==> config.mk <==
export PLATFORM = sky130hd
export DESIGN_NAME = format_integer_printer
export DESIGN_NICKNAME = d
export VERILOG_FILES = /design/src/rtl/core/fip_pkg.sv /design/src/rtl/core/fip_front.sv /design/src/rtl/core/fip_queue.sv /design/src/rtl/core/fip_back.sv /design/src/rtl/core/format_integer_printer.sv
export SDC_FILE = /design/constraint.sdc
export NUM_CORES = 1
export LEC_CHECK = 0
export BUFFER_PORTS_ARGS = -buffer_cell sky130_fd_sc_hd__buf_4
export CAP_MARGIN = 20
export CORE_MARGIN = 2
export CORE_UTILIZATION = 40
export DETAILED_ROUTE_END_ITERATION = 8
export PLACE_DENSITY = 0.57
export SETUP_SLACK_MARGIN = 0.4
export SLEW_MARGIN = 10
export SYNTH_ARGS = -nofsm -noshare
export SYNTH_HDL_FRONTEND = slang
export SYNTH_SLANG_ARGS = --single-unit
==> constraint.sdc <==
create_clock -name i_clk -period 13.19 [get_ports i_clk]
set_input_delay 2.638 -clock i_clk [delete_from_list [all_inputs] [get_ports i_clk]]
set_output_delay 2.638 -clock i_clk [all_outputs]
set_load 0.01 [all_outputs]
==> src/rtl/core/fip_pkg.sv <==
// Shared types, character codes and sizes of the format integer printer.
`default_nettype none

package fip_pkg;

    localparam int DEF_VALUE_WIDTH = 64;
    localparam int QUEUE_DEPTH     = 2;

    // ASCII codes
    localparam logic [7:0] CH_PERCENT = 8'h25;
    localparam logic [7:0] CH_MINUS   = 8'h2D;
    localparam logic [7:0] CH_ZERO    = 8'h30;
    localparam logic [7:0] CH_NINE    = 8'h39;
    localparam logic [7:0] CH_ALPHA   = 8'h37; // 'A' less ten
    localparam logic [7:0] CH_LC_D    = 8'h64;
    localparam logic [7:0] CH_LC_S    = 8'h73;
    localparam logic [7:0] CH_LC_U    = 8'h75;
    localparam logic [7:0] CH_LC_X    = 8'h78;

    // numeric part of a command
    typedef enum logic [1:0] {
        NK_NONE,
        NK_HEX,
        NK_DEC
    } t_num_kind;

    // one queued command: up to two literal chars, then an optional number
    typedef struct packed {
        t_num_kind  kind;
        logic [1:0] nlit;
        logic [7:0] lit0;
        logic [7:0] lit1;
    } t_cmd_ctl;

    localparam int CMD_CTL_W = $bits(t_cmd_ctl);

endpackage

`default_nettype wire

==> src/rtl/core/fip_front.sv <==
// Front end: takes input words, tracks the pending percent, builds commands.
`default_nettype none

module fip_front import fip_pkg::*; #(
    parameter int VALUE_WIDTH = DEF_VALUE_WIDTH
) (
    input  logic                   i_clk,
    input  logic                   i_rst_n,
    input  logic                   s_axis_tvalid,
    output logic                   s_axis_tready,
    input  logic [71:0]            s_axis_tdata,  // ch[7:0], value[71:8]
    input  logic                   s_axis_tuser,  // opcode
    input  logic                   s_axis_tlast,  // end_of_format
    input  logic                   i_full,
    output logic                   o_push,
    output t_cmd_ctl               o_ctl,
    output logic [VALUE_WIDTH-1:0] o_value
);

    logic                   r_pending;
    logic                   n_pending;
    logic                   accept;
    logic [7:0]             ch;
    logic [VALUE_WIDTH-1:0] value;

    assign s_axis_tready = !i_full;
    assign accept        = s_axis_tvalid && s_axis_tready;
    assign ch            = s_axis_tdata[7:0];
    assign value         = s_axis_tdata[8 +: VALUE_WIDTH];

    always_comb begin
        n_pending  = r_pending;
        o_ctl.kind = NK_NONE;
        o_ctl.nlit = 2'd0;
        o_ctl.lit0 = ch;
        o_ctl.lit1 = CH_PERCENT;
        o_value    = value;
        if (s_axis_tuser) begin
            o_ctl.nlit = 2'd1;
        end else if (r_pending) begin
            n_pending = 1'b0;
            unique case (ch)
                CH_LC_X: begin
                    o_ctl.kind = NK_HEX;
                    o_ctl.nlit = 2'd2;
                    o_ctl.lit0 = CH_ZERO;
                    o_ctl.lit1 = CH_LC_X;
                end
                CH_LC_U: begin
                    o_ctl.kind = NK_DEC;
                end
                CH_LC_D: begin
                    o_ctl.kind = NK_DEC;
                    if (value[VALUE_WIDTH-1]) begin
                        o_ctl.nlit = 2'd1;
                        o_ctl.lit0 = CH_MINUS;
                        o_value    = ~value + 1'b1;
                    end
                end
                CH_LC_S: begin
                    o_ctl.nlit = 2'd0;
                end
                default: begin
                    // stray percent is printed, the byte is then taken afresh
                    o_ctl.lit0 = CH_PERCENT;
                    if (ch == CH_PERCENT) begin
                        if (s_axis_tlast) begin
                            o_ctl.nlit = 2'd2;
                        end else begin
                            o_ctl.nlit = 2'd1;
                            n_pending  = 1'b1;
                        end
                    end else begin
                        o_ctl.nlit = 2'd2;
                        o_ctl.lit1 = ch;
                    end
                end
            endcase
        end else if (ch == CH_PERCENT) begin
            // a percent left open at the end of the format is printed
            n_pending = !s_axis_tlast;
            if (s_axis_tlast) begin
                o_ctl.nlit = 2'd1;
            end
        end else begin
            o_ctl.nlit = 2'd1;
        end
    end

    assign o_push = accept && ((o_ctl.nlit != 2'd0) || (o_ctl.kind != NK_NONE));

    always_ff @(posedge i_clk) begin
        if (!i_rst_n) begin
            r_pending <= 1'b0;
        end else if (accept) begin
            r_pending <= n_pending;
        end
    end

endmodule

`default_nettype wire

==> src/rtl/core/fip_queue.sv <==
// Small command queue between front end and back end.
`default_nettype none

module fip_queue #(
    parameter int WIDTH = 8,
    parameter int DEPTH = 2
) (
    input  logic             i_clk,
    input  logic             i_rst_n,
    input  logic             i_push,
    input  logic [WIDTH-1:0] i_data,
    input  logic             i_pop,
    output logic [WIDTH-1:0] o_data,
    output logic             o_empty,
    output logic             o_full
);

    localparam int PTR_W = (DEPTH > 1) ? $clog2(DEPTH) : 1;
    localparam int CNT_W = $clog2(DEPTH + 1);

    logic [WIDTH-1:0] r_mem [DEPTH];
    logic [PTR_W-1:0] r_wr_ptr;
    logic [PTR_W-1:0] r_rd_ptr;
    logic [CNT_W-1:0] r_count;
    logic             do_push;
    logic             do_pop;

    assign o_empty = (r_count == '0);
    assign o_full  = (r_count == CNT_W'(DEPTH));
    assign o_data  = r_mem[r_rd_ptr];
    assign do_push = i_push && !o_full;
    assign do_pop  = i_pop && !o_empty;

    function automatic logic [PTR_W-1:0] ptr_next(input logic [PTR_W-1:0] p);
        ptr_next = (p == PTR_W'(DEPTH - 1)) ? '0 : p + 1'b1;
    endfunction

    always_ff @(posedge i_clk) begin
        if (do_push) begin
            r_mem[r_wr_ptr] <= i_data;
        end
    end

    always_ff @(posedge i_clk) begin
        if (!i_rst_n) begin
            r_wr_ptr <= '0;
            r_rd_ptr <= '0;
            r_count  <= '0;
        end else begin
            if (do_push) begin
                r_wr_ptr <= ptr_next(r_wr_ptr);
            end
            if (do_pop) begin
                r_rd_ptr <= ptr_next(r_rd_ptr);
            end
            if (do_push && !do_pop) begin
                r_count <= r_count + 1'b1;
            end else if (do_pop && !do_push) begin
                r_count <= r_count - 1'b1;
            end
        end
    end

endmodule

`default_nettype wire

==> src/rtl/core/fip_back.sv <==
// Back end: plays out literal chars and converts numbers, at most one char a cycle while m_axis_tready allows.
`default_nettype none

module fip_back import fip_pkg::*; #(
    parameter int VALUE_WIDTH = DEF_VALUE_WIDTH
) (
    input  logic                   i_clk,
    input  logic                   i_rst_n,
    input  logic                   i_valid,
    output logic                   o_pop,
    input  t_cmd_ctl               i_ctl,
    input  logic [VALUE_WIDTH-1:0] i_value,
    output logic                   m_axis_tvalid,
    input  logic                   m_axis_tready,
    output logic [7:0]             m_axis_tdata,  // out_char
    output logic                   m_axis_tlast   // last
);

    localparam int NIB   = (VALUE_WIDTH + 3) / 4;
    localparam int HW    = NIB * 4;
    localparam int DEC   = (VALUE_WIDTH * 78) / 256 + 1; // >= decimal digits
    localparam int BCD_W = DEC * 4;
    localparam int CNT_W = $clog2(DEC + 1);
    localparam int IT_W  = $clog2(NIB + 1);

    typedef enum logic [2:0] {
        ST_IDLE,
        ST_LIT,
        ST_CONV,
        ST_SKIP,
        ST_DIGIT
    } t_state;

    t_state           r_state,     n_state;
    t_cmd_ctl         r_ctl,       n_ctl;
    logic             r_lit_idx,   n_lit_idx;
    logic [HW-1:0]    r_num,       n_num;
    logic [BCD_W-1:0] r_bcd,       n_bcd;
    logic [CNT_W-1:0] r_cnt,       n_cnt;
    logic [IT_W-1:0]  r_iter,      n_iter;
    logic             r_out_valid, n_out_valid;
    logic [7:0]       r_out_char,  n_out_char;
    logic             r_out_last,  n_out_last;
    logic             out_free;
    logic             lit_done;
    logic [3:0]       top_digit;

    // four double-dabble steps, value bits fed most significant first
    function automatic logic [BCD_W-1:0] dabble4(input logic [BCD_W-1:0] bcd,
                                                 input logic [3:0] bits);
        logic [BCD_W-1:0] acc;
        acc = bcd;
        for (int b = 3; b >= 0; b--) begin
            for (int i = 0; i < DEC; i++) begin
                if (acc[i*4 +: 4] >= 4'd5) begin
                    acc[i*4 +: 4] = acc[i*4 +: 4] + 4'd3;
                end
            end
            acc = {acc[BCD_W-2:0], bits[b]};
        end
        dabble4 = acc;
    endfunction

    function automatic logic [7:0] digit_char(input logic [3:0] d);
        digit_char = (d < 4'd10) ? CH_ZERO + {4'h0, d} : CH_ALPHA + {4'h0, d};
    endfunction

    assign out_free  = !r_out_valid || m_axis_tready;
    assign lit_done  = r_lit_idx || (r_ctl.nlit == 2'd1);
    assign top_digit = r_bcd[BCD_W-1 -: 4];

    assign m_axis_tvalid = r_out_valid;
    assign m_axis_tdata  = r_out_char;
    assign m_axis_tlast  = r_out_last;

    always_comb begin
        n_state     = r_state;
        n_ctl       = r_ctl;
        n_lit_idx   = r_lit_idx;
        n_num       = r_num;
        n_bcd       = r_bcd;
        n_cnt       = r_cnt;
        n_iter      = r_iter;
        n_out_valid = r_out_valid && !m_axis_tready;
        n_out_char  = r_out_char;
        n_out_last  = r_out_last;
        o_pop       = 1'b0;
        unique case (r_state)
            ST_IDLE: begin
                if (i_valid) begin
                    o_pop     = 1'b1;
                    n_ctl     = i_ctl;
                    n_lit_idx = 1'b0;
                    n_num     = '0;
                    n_num[VALUE_WIDTH-1:0] = i_value;
                    n_bcd     = '0;
                    if (i_ctl.kind == NK_HEX) begin
                        n_bcd[VALUE_WIDTH-1:0] = i_value;
                    end
                    n_cnt  = CNT_W'(DEC);
                    n_iter = IT_W'(NIB);
                    if (i_ctl.nlit != 2'd0) begin
                        n_state = ST_LIT;
                    end else if (i_ctl.kind == NK_DEC) begin
                        n_state = ST_CONV;
                    end else if (i_ctl.kind == NK_HEX) begin
                        n_state = ST_SKIP;
                    end
                end
            end
            ST_LIT: begin
                if (out_free) begin
                    n_out_valid = 1'b1;
                    n_out_char  = r_lit_idx ? r_ctl.lit1 : r_ctl.lit0;
                    n_out_last  = lit_done && (r_ctl.kind == NK_NONE);
                    n_lit_idx   = 1'b1;
                    if (lit_done) begin
                        unique case (r_ctl.kind)
                            NK_DEC:  n_state = ST_CONV;
                            NK_HEX:  n_state = ST_SKIP;
                            default: n_state = ST_IDLE;
                        endcase
                    end
                end
            end
            ST_CONV: begin
                n_bcd  = dabble4(r_bcd, r_num[HW-1 -: 4]);
                n_num  = r_num << 4;
                n_iter = r_iter - 1'b1;
                if (r_iter == IT_W'(1)) begin
                    n_state = ST_SKIP;
                end
            end
            ST_SKIP: begin
                // drop leading zeros, keeping at least one digit
                if ((r_cnt > CNT_W'(1)) && (top_digit == 4'd0)) begin
                    n_bcd = r_bcd << 4;
                    n_cnt = r_cnt - 1'b1;
                end else begin
                    n_state = ST_DIGIT;
                end
            end
            ST_DIGIT: begin
                if (out_free) begin
                    n_out_valid = 1'b1;
                    n_out_char  = digit_char(top_digit);
                    n_out_last  = (r_cnt == CNT_W'(1));
                    n_bcd       = r_bcd << 4;
                    n_cnt       = r_cnt - 1'b1;
                    if (r_cnt == CNT_W'(1)) begin
                        n_state = ST_IDLE;
                    end
                end
            end
            default: begin
                n_state = ST_IDLE;
            end
        endcase
    end

    always_ff @(posedge i_clk) begin
        if (!i_rst_n) begin
            r_state     <= ST_IDLE;
            r_out_valid <= 1'b0;
        end else begin
            r_state     <= n_state;
            r_out_valid <= n_out_valid;
        end
        r_ctl      <= n_ctl;
        r_lit_idx  <= n_lit_idx;
        r_num      <= n_num;
        r_bcd      <= n_bcd;
        r_cnt      <= n_cnt;
        r_iter     <= n_iter;
        r_out_char <= n_out_char;
        r_out_last <= n_out_last;
    end

endmodule

`default_nettype wire

==> src/rtl/core/format_integer_printer.sv <==
// Top level of the printf-style format expander for %x, %u, %d and %s.
//
//  channel | direction | tdata              | tuser  | tlast
//  s_axis  | in        | ch[7:0] value[71:8]| opcode | end_of_format
//  m_axis  | out       | out_char[7:0]      | -      | last
//
// Sequence: a command is first popped into the back end, then its literal
//   characters go out in order. %u and %d then run the binary-to-BCD
//   conversion (four bits a cycle), drop each suppressed leading zero in
//   turn, and send one digit per output character. %x skips leading zeros
//   the same way.
// Reset: synchronous, active low; clears the pending percent, the queue, the
//   back-end state and the output valid. No clearing pass.
// Stalls: the front end takes words while the two-entry queue has room, so
//   it keeps going while the back end waits on m_axis_tready.
`default_nettype none

module format_integer_printer import fip_pkg::*; #(
    parameter int VALUE_WIDTH = DEF_VALUE_WIDTH
) (
    input  logic        i_clk,
    input  logic        i_rst_n,
    input  logic        s_axis_tvalid,
    output logic        s_axis_tready,
    input  logic [71:0] s_axis_tdata,  // ch[7:0], value[71:8]
    input  logic        s_axis_tuser,  // opcode: 0 format byte, 1 string byte
    input  logic        s_axis_tlast,  // end_of_format
    output logic        m_axis_tvalid,
    input  logic        m_axis_tready,
    output logic [7:0]  m_axis_tdata,  // out_char
    output logic        m_axis_tlast   // last char of this word's output
);

    localparam int Q_W = VALUE_WIDTH + CMD_CTL_W;

    logic                   push;
    logic                   pop;
    logic                   q_full;
    logic                   q_empty;
    t_cmd_ctl               front_ctl;
    logic [VALUE_WIDTH-1:0] front_value;
    logic [Q_W-1:0]         q_out;
    t_cmd_ctl               back_ctl;
    logic [VALUE_WIDTH-1:0] back_value;

    fip_front #(
        .VALUE_WIDTH (VALUE_WIDTH)
    ) u_front (
        .i_clk         (i_clk),
        .i_rst_n       (i_rst_n),
        .s_axis_tvalid (s_axis_tvalid),
        .s_axis_tready (s_axis_tready),
        .s_axis_tdata  (s_axis_tdata),
        .s_axis_tuser  (s_axis_tuser),
        .s_axis_tlast  (s_axis_tlast),
        .i_full        (q_full),
        .o_push        (push),
        .o_ctl         (front_ctl),
        .o_value       (front_value)
    );

    // command queue: value above the control struct
    fip_queue #(
        .WIDTH (Q_W),
        .DEPTH (QUEUE_DEPTH)
    ) u_queue (
        .i_clk   (i_clk),
        .i_rst_n (i_rst_n),
        .i_push  (push),
        .i_data  ({front_value, front_ctl}),
        .i_pop   (pop),
        .o_data  (q_out),
        .o_empty (q_empty),
        .o_full  (q_full)
    );

    assign back_ctl   = q_out[CMD_CTL_W-1:0];
    assign back_value = q_out[Q_W-1:CMD_CTL_W];

    fip_back #(
        .VALUE_WIDTH (VALUE_WIDTH)
    ) u_back (
        .i_clk         (i_clk),
        .i_rst_n       (i_rst_n),
        .i_valid       (!q_empty),
        .o_pop         (pop),
        .i_ctl         (back_ctl),
        .i_value       (back_value),
        .m_axis_tvalid (m_axis_tvalid),
        .m_axis_tready (m_axis_tready),
        .m_axis_tdata  (m_axis_tdata),
        .m_axis_tlast  (m_axis_tlast)
    );

endmodule

`default_nettype wire

# ---- Word level (Yosys, flattened, before mapping)
# Memories as Yosys holds them, arrays and structs flattened. A register that Yosys moved wholly into a read port is not among the register bits.
# Cells that the tools add are included.
dict set report totals {
  mem_bits_rw 168
  mem_count 1
  register_bits 193
  in_bits 78
  out_inout_bits 11
  wordCells 476
}
# name depth word_bits read_ports rd_clocked_by_memory_dff write_ports line
set memory_table {}
lappend memory_table {u_queue.r_mem 2 84 1 1 1 fip_queue.sv:21} ;# logic [WIDTH-1:0] r_mem [DEPTH];
dict set report classes {
  reduce_logical 45
  n_mux 213
  n_lt_le_gt_ge 82
  bitwise 3
  add_sub_neg 89
  n_eq_ne 26
}
# cell n
set ops {}
lappend ops {{$mux W4} 133}
lappend ops {{$mux W64} 6}
lappend ops {{$ge A4 B3 Y1 const B} 80}
lappend ops {{$pmux W80 S4} 1}
lappend ops {{$add A4 B2 Y4 const B} 76}
lappend ops {{$mux W80} 3}
lappend ops {{$pmux W64 S2} 1}
lappend ops {{$add A64 B1 Y64 const B} 1}
lappend ops {{$not A64 Y64} 1}
lappend ops {{$mux W3} 17}
lappend ops {{$mux W8} 5}
lappend ops {{$eq A8 B7 Y1 const B} 4}
lappend ops {{$mux W16} 2}
lappend ops {{$pmux W8 S2} 2}
lappend ops {{$pmux W8 S3} 1}
lappend ops {{$mux W1} 20}
lappend ops {{$mux W5} 4}
lappend ops {{$mux W2} 9}
lappend ops {{$pmux W3 S5} 1}
lappend ops {{$pmux W5 S3} 1}
lappend ops {{$add A6 B4 Y7 const A} 2}
lappend ops {{$reduce_bool A2 Y1} 7}
lappend ops {{$add A3 B2 Y3 const B} 4}
lappend ops {{$ne A2 B1 Y1 const B} 6}
lappend ops {{36 further kinds} 71}

# ---- Logic depth before layout (Yosys ltp)
# Gate-level depths: netlist of the first run.
dict set report logic_depth {
  ltp_word 13
  depth_mapped 19
  depth_no_buf 19
}

# ---- Hierarchy
# A second synthesis of the first run with hierarchy kept.
dict set report unflattened {
  hier_cells 2795
  hier_area_um2 26588.0
}
# mod cells_per_inst instances seq_area_each_um2 area_per_inst_um2
set by_module_without_submodules {}
lappend by_module_without_submodules {fip_back 2225 1 5605.4 18266.3}
lappend by_module_without_submodules {fip_queue 286 1 5144.9 6309.8}
lappend by_module_without_submodules {fip_front 283 1 20.0 2008.2}
lappend by_module_without_submodules {format_integer_printer 1 1 0.0 3.8}

# ---- Least setup slack after synthesis of the first run
# Ideal clock, no wire load.
dict set report synth_path {
  kind {input -> register}
  start {input port m_axis_tready}
  end {register u_back.r_bcd[0] (enable)}
  path_slack_ns 3.689
  required_ns 12.550
  t_arrival_ns 8.861
  n_path_buf 0
  cell_stages 4
  setup_time_ns 0.640
  path_cell_list {inv_1 nand2_1 nand2_1 o32ai_1}
}
dict set report synth_between {
  elab_chain_cells 3
}
# element line
set synth_lines {}
lappend synth_lines {{start, declared} format_integer_printer.sv:29} ;# input logic m_axis_tready,
lappend synth_lines {{$logic_or A1 B1 Y1} fip_back.sv:68} ;# assign out_free = !r_out_valid || m_axis_tready;
lappend synth_lines {{$ne A2 B1 Y1 (no source line)} n/a}
lappend synth_lines {{$reduce_and A4 Y1 (no source line)} n/a}
lappend synth_lines {{end signal, assigned} fip_back.sv:172} ;# r_bcd <= n_bcd;
lappend synth_lines {{end, declared} fip_back.sv:38} ;# logic [BCD_W-1:0] r_bcd, n_bcd;
# No other way between the ends.
# A chain may end at the register's enable or synchronous reset.

==> results.md, run 1 <==
* Outcome: finished, final reports clean
* Initial antenna violation count at 0
* DR pass1 iterations at 6
* Post-route cell area at 26800 sq um
* Row cnt at 90
* Mapped cell area at 24100 sq um
* Placed instance count at 3252
* Clock skew at 0.0191 ns
* Nets at 2682
* Sequential-to-total area share from yosys stat at 44.6%
* Slew headroom at 35.3%
* Post-synth top cells: 352 x edfxtp_1, 250 x a21oi_1, 228 x nor2_1, 165 x nand2_1, 161 x o21ai_0
* DPL Wire Length at 42200 um
* TritonCTS Buffers at 37
* Number of hold violations in the final report at 0
* Final RePlAce weighted congestion at 0.819
* CTS resizes at 0
* CTS Buffer Depth at 3
* Worst-path clk slew at 0.06 ns
* Fin cells at 3320
* Crit-path max FO at 69
* Mux cell area share after synthesis at 7.76%
* Post-route clock period utilization at 43.6%
* Area leader, netlist: edfxtp_1
* Number of port buffers at 88
* Max-cap viol count at 0
* CP max stage delay at 0.80 ns
* Post-place instance area at 25600 sq um
* Most numerous cell in the Yosys netlist: edfxtp_1
* Area growth, synth to finish at 11.2%
* Post-synth EDFFs at 352
* Drt drc at 0
* Post-synthesis compound-gate area fraction at 19.7%
* Slowest-stage cell, CP: buf_4
* Vias after detailed routing at 18900
* Prevailing post-synth register cell: edfxtp_1
* FMAX at 0.174 GHz
* Setup slack, reg-to-reg at 8.81 ns
* Worst min path class: register to register
* Gr usage total at 18.2%
* Crit path buf inv count at 2
* Crit end category: register
* Area of the core at 60000 sq um
* Main combinational cell family by area after synthesis: compound AO/OA/AOI/OAI gates
* Cts-stage hold buffer count at 0
* Unrepaired setup endpoints after global routing: false
* Largest net degree at the start of global routing at 95
* Cell family with most CP delay: simple AND/OR/NAND/NOR gates
* Vias in the first global route at 17800
* TNS Setup at 0 ns
* DRT antenna net count at 0
* Critical Path Most Common Cell: nor2b_1
* Post-CTS Setup Repair Bufs at 0
* Worst-path cell chain: buf_4 > nor2b_1 > nand3_1 > nor3b_1 > a21oi_1 > nor2b_1 > nor2b_1 > o311ai_0 > nor2_4 > buf_4
* Syn Inst Count at 2452
* Xor/xnor share of the synthesized area at 5.54%
* Warnings, synthesis at 0
* Routed wire length at 58400 um
* Worst Path Required at 13.33 ns
* Number of fillers in the final layout at 5609
* Ant. Diodes at 0
* Sink Count at 362
* Async set-reset flop share out of synthesis at 0%
* Gr ovfl total at 0
* Cells taking the most area after synthesis: edfxtp_1 44%, a21oi_1 5.2%, mux2i_1 5.2%, ha_1 4.9%, nor2_1 3.5%
* Slew Viols, Final at 0
* Tmin final at 5.75 ns
* Arrival @ worst endpoint at 5.89 ns
* Starting Density at 40.2%
* WS Path Type: input port to register
* Worst-margin pin slew at 0.971 ns
* Layout cells sized above 1 at 10.7%
* Setup crit start kind: input port
* H-tree Lvls at 2
* DIE AREA at 62300 sq um
* Simple-Gate Fraction of Synth Area at 14.2%
* Global-route wire length before repair at 93400 um
* I/O pin count at 89
* Clk root buf: clkbuf_16
* Via/cell ratio at 5.68
* Synth cell types at 88
* CTS tree: built
* Syn Nets at 2624
* Die width at 250 um
* Seq cells post-synth at 362
* Adder-Cell Fraction of Synth Area at 4.92%
* Final setup vio count at 0
* DRT iter0 DRCs at 1361
* WL/cell at 17.6 um
* Clk_lat worst skew at 0.54 ns
* Chip Height at 250 um
* Synthesized area per cell at 9.84 sq um
* Post-synth top area share at 43.8%
## routing by layer
metal  vias to the layer above  part of all wire, %  GRT usage, %
met5                         -                    0             0
met4                         0                  1.3          3.29
li1                       9303                    -             -
met3                        51                  4.2          2.05
met2                       389                   45          29.4
met1                      9107                   50          26.7
## through the flow
stage / hold WS [ns] / worst slack (ns) / util (%)
detailed placement: 0.532 / 6.92 / 42.7
global placement: 0.524 / 7.01 / 42.7
finish: 0.547 / 7.44 / 44.7
global route: 0.562 / 7.09 / 44.7
floorplan: 0.490 / 3.69 / -
CTS: 0.548 / 7.47 / 44.7
## cell families after synthesis
kind of cell | after synthesis
DFF | 362
muxes | 180
and+or+nand+nor | 701
buffers and inverters | 211
adders and majority gates | 95
xor gates and xnor gates | 150
AOI/OAI and AO/OA | 753
## cell type report
| cell class | count | area [sq um] | share of cell area (%) |
|---|---|---|---|
| Clock buffer | 45 | 956 | 3.56 |
| Sequential cell | 362 | 10800 | 40.2 |
| Timing Repair Buffer | 104 | 785 | 2.92 |
| Multi-Input combinational cell | 1879 | 12600 | 47.0 |
| Inverter | 126 | 473 | 1.76 |
| Tap cell | 782 | 978 | 3.65 |
| Clock inverter | 22 | 241 | 0.900 |
## worst paths after layout
| kind | start | cells past startpoint | end |
|---|---|---|---|
| setup / recovery | s_axis_tdata[5] | 10 | u_queue.r_mem[0][44] |
| hold reg to reg | u_queue.r_mem[1][0] | 1 | u_back.r_ctl[0] |
| hold / removal | u_queue.r_mem[1][0] | 1 | u_back.r_ctl[0] |
| setup reg to reg | u_back.r_bcd[0] | 16 | u_back.r_bcd[5] |
## cells in the final DEF (no fill, tap or decap), drive strengths merged, types with 12 or more instances in the layout
| cell type | instances |
|---|---|
| o211ai | 22 |
| and3 | 17 |
| a211oi | 19 |
| edfxtp | 352 |
| clkbuf | 45 |
| nand2 | 165 |
| nor2 | 229 |
| clkinv | 13 |
| nor2b | 32 |
| ha | 94 |
| a31o | 12 |
| and2 | 24 |
| nor3b | 35 |
| mux2 | 54 |
| o22ai | 20 |
| or3 | 23 |
| mux2i | 126 |
| xnor2 | 98 |
| o221ai | 33 |
| inv | 129 |
| o21a | 18 |
| or2 | 12 |
| o31ai | 21 |
| a31oi | 45 |
| xor2 | 52 |
| o21ai | 177 |
| a21oi | 256 |
| nand2b | 43 |
| nor3 | 56 |
| a21boi | 15 |
| nand3 | 26 |
| a21o | 20 |
| buf | 104 |
## flip-flops by register name, summed over array words and instances (netlist names), 2 cells and up, named ones only
signal,flops
u_back.m_axis_tdata,8
u_back.r_state,3
u_back.r_bcd,80
u_back.r_ctl,20
u_queue.r_count,2
u_back.r_num,64
u_queue.r_mem,168
u_back.r_iter,5
u_back.r_cnt,5
Power of run 1 is left out: the tool's default activity adds up to more than one toggle a clock period on the data nets, which glitch-free logic cannot reach.
==> run 2: changes to the inputs <==
==> constraint.sdc (replaced) <==
create_clock -name i_clk -period 5.3 [get_ports i_clk]
set_input_delay 1.06 -clock i_clk [delete_from_list [all_inputs] [get_ports i_clk]]
set_output_delay 1.06 -clock i_clk [all_outputs]
set_load 0.01 [all_outputs]
==> results.md, run 2 (synthesis results as in run 1) <==
* Die width at 250 um
* Slew headroom at 27.7%
* DRT antenna net count at 0
* Largest register FFs at 168
* Cells on worst reg2reg path at 18
* DPL Wire Length at 42900 um
* Worst-margin pin slew at 1.07 ns
* Tmin final at 4.36 ns
* Routed wire length at 58900 um
* Commonest non-fill, non-tap cell in the layout: edfxtp_1
* Unrepaired setup endpoints after global routing: false
* Largest net degree at the start of global routing at 87
* Layout cells sized above 1 at 10.8%
* Area growth, synth to finish at 11.5%
* Slew Viols, Final at 0
* Clk_lat worst skew at 0.55 ns
* Outcome: finished, final reports clean
* Post-place instance area at 25700 sq um
* Final setup vio count at 0
* Number of port buffers at 88
* FMAX at 0.229 GHz
* DRT iter0 DRCs at 1417
* Gr usage total at 18.4%
* CTS tree: built
* Number of hold violations in the final report at 0
* DR pass1 iterations at 5
* TNS Setup at 0 ns
* Area of the core at 60000 sq um
* Drt drc at 0
* Largest registers: u_queue.r_mem x168, u_back.r_bcd x80, u_back.r_num x64
* Clock skew at 0.0155 ns
* WL/cell at 17.7 um
* Crit end category: register
* Crit-path max FO at 9
* WS Path Type: register to register
* Vias in the first global route at 18000
* H-tree Lvls at 2
* Post-route clock period utilization at 82.3%
* WHS Path Cells at 1
* Chip Height at 250 um
* Final RePlAce weighted congestion at 0.816
* I/O pin count at 89
* Via/cell ratio at 5.72
* Ant. Diodes at 0
* Arrival @ worst endpoint at 4.78 ns
* Post-CTS Setup Repair Bufs at 0
* Starting Density at 40.2%
* Most frequent cells in the layout: 352 x edfxtp_1, 249 x a21oi_1, 227 x nor2_1
* Initial antenna violation count at 0
* Sink Count at 362
* Final hold slack at 0.546 ns
* Gr ovfl total at 0
* Max-cap viol count at 0
* Post-route cell area at 26900 sq um
* Top reg by flops: u_queue.r_mem
* CTS resizes at 0
* Setup crit start kind: register
* DIE AREA at 62300 sq um
* Row cnt at 90
* Cts-stage hold buffer count at 0
* TritonCTS Buffers at 38
* Global-route wire length before repair at 93900 um
* Worst Path Required at 5.72 ns
* Vias after detailed routing at 19000
* Worst-path clk slew at 0.06 ns
* CTS Buffer Depth at 3
* Worst min path class: register to register
* Nets at 2686
* Clk root buf: clkbuf_16
-- run 2: cell types whose count changed in the layout (fill, tap and decap cells not counted), sizes merged --
cell / previous run / this run
inv: 129 / 128
clkinvlp: 1 / 4
clkinv: 13 / 12
buf: 104 / 107
bufinv: 5 / 4
-- run 2: worst paths after layout --
kind | endpoint | slack (ns) | from
worst max-delay path | u_back.r_bcd[13] | 0.94 | u_back.r_bcd[13]
worst min-delay path | u_back.r_ctl[2] | 0.55 | u_queue.r_mem[0][2]
worst max register to register | u_back.r_bcd[13] | 0.94 | u_back.r_bcd[13]
worst min register to register | u_back.r_ctl[2] | 0.55 | u_queue.r_mem[0][2]
-- run 2: layout make-up --
type,count,area (sq um)
flip-flops and latches,362,10800
clock buffers,45,977
clock inverters,22,260
repair buffers,107,838
well taps,782,978
fillers,5605,33100
inverters,126,473
multi-input cells,1879,12600
-- run 2: stage by stage --
stage | worst slack [ns] | util (%) | instances
after global placement | 1.06 | 42.8 | 3255
after floorplan | 0.348 | - | 2452
after CTS | 0.838 | 44.8 | 3322
after detailed placement | 0.862 | 42.8 | 3255
final | 0.936 | 44.8 | 3323
after global routing | 0.525 | 44.8 | 3323
-- run 2: critical path, cell delays in order, from the launching register on --
cell and delay [ns]:
edfxtp_1 0.39, inv_1 0.16, ha_1 0.23, nand2b_1 0.08
a21oi_1 0.34, mux2i_1 0.64, nand2_1 0.10, a21oi_1 0.17
a21oi_1 0.06, ha_1 0.27, o21ai_0 0.08, o21ai_0 0.11
a221o_1 0.31, o21ai_0 0.45, ha_1 0.26, inv_1 0.05
a211o_1 0.25, o211ai_1 0.11, a221o_1 0.17
-- run 2: per-layer routing --
layer | vias up | track usage [%] | share of wire [%]
li1 | 9311 | - | -
met1 | 9150 | 26.4 | 49
met2 | 487 | 30.1 | 45
met3 | 63 | 1.90 | 4.5
met4 | 0 | 3.77 | 1.5
met5 | - | 0 | 0
Power of run 2 is left out for the same reason.
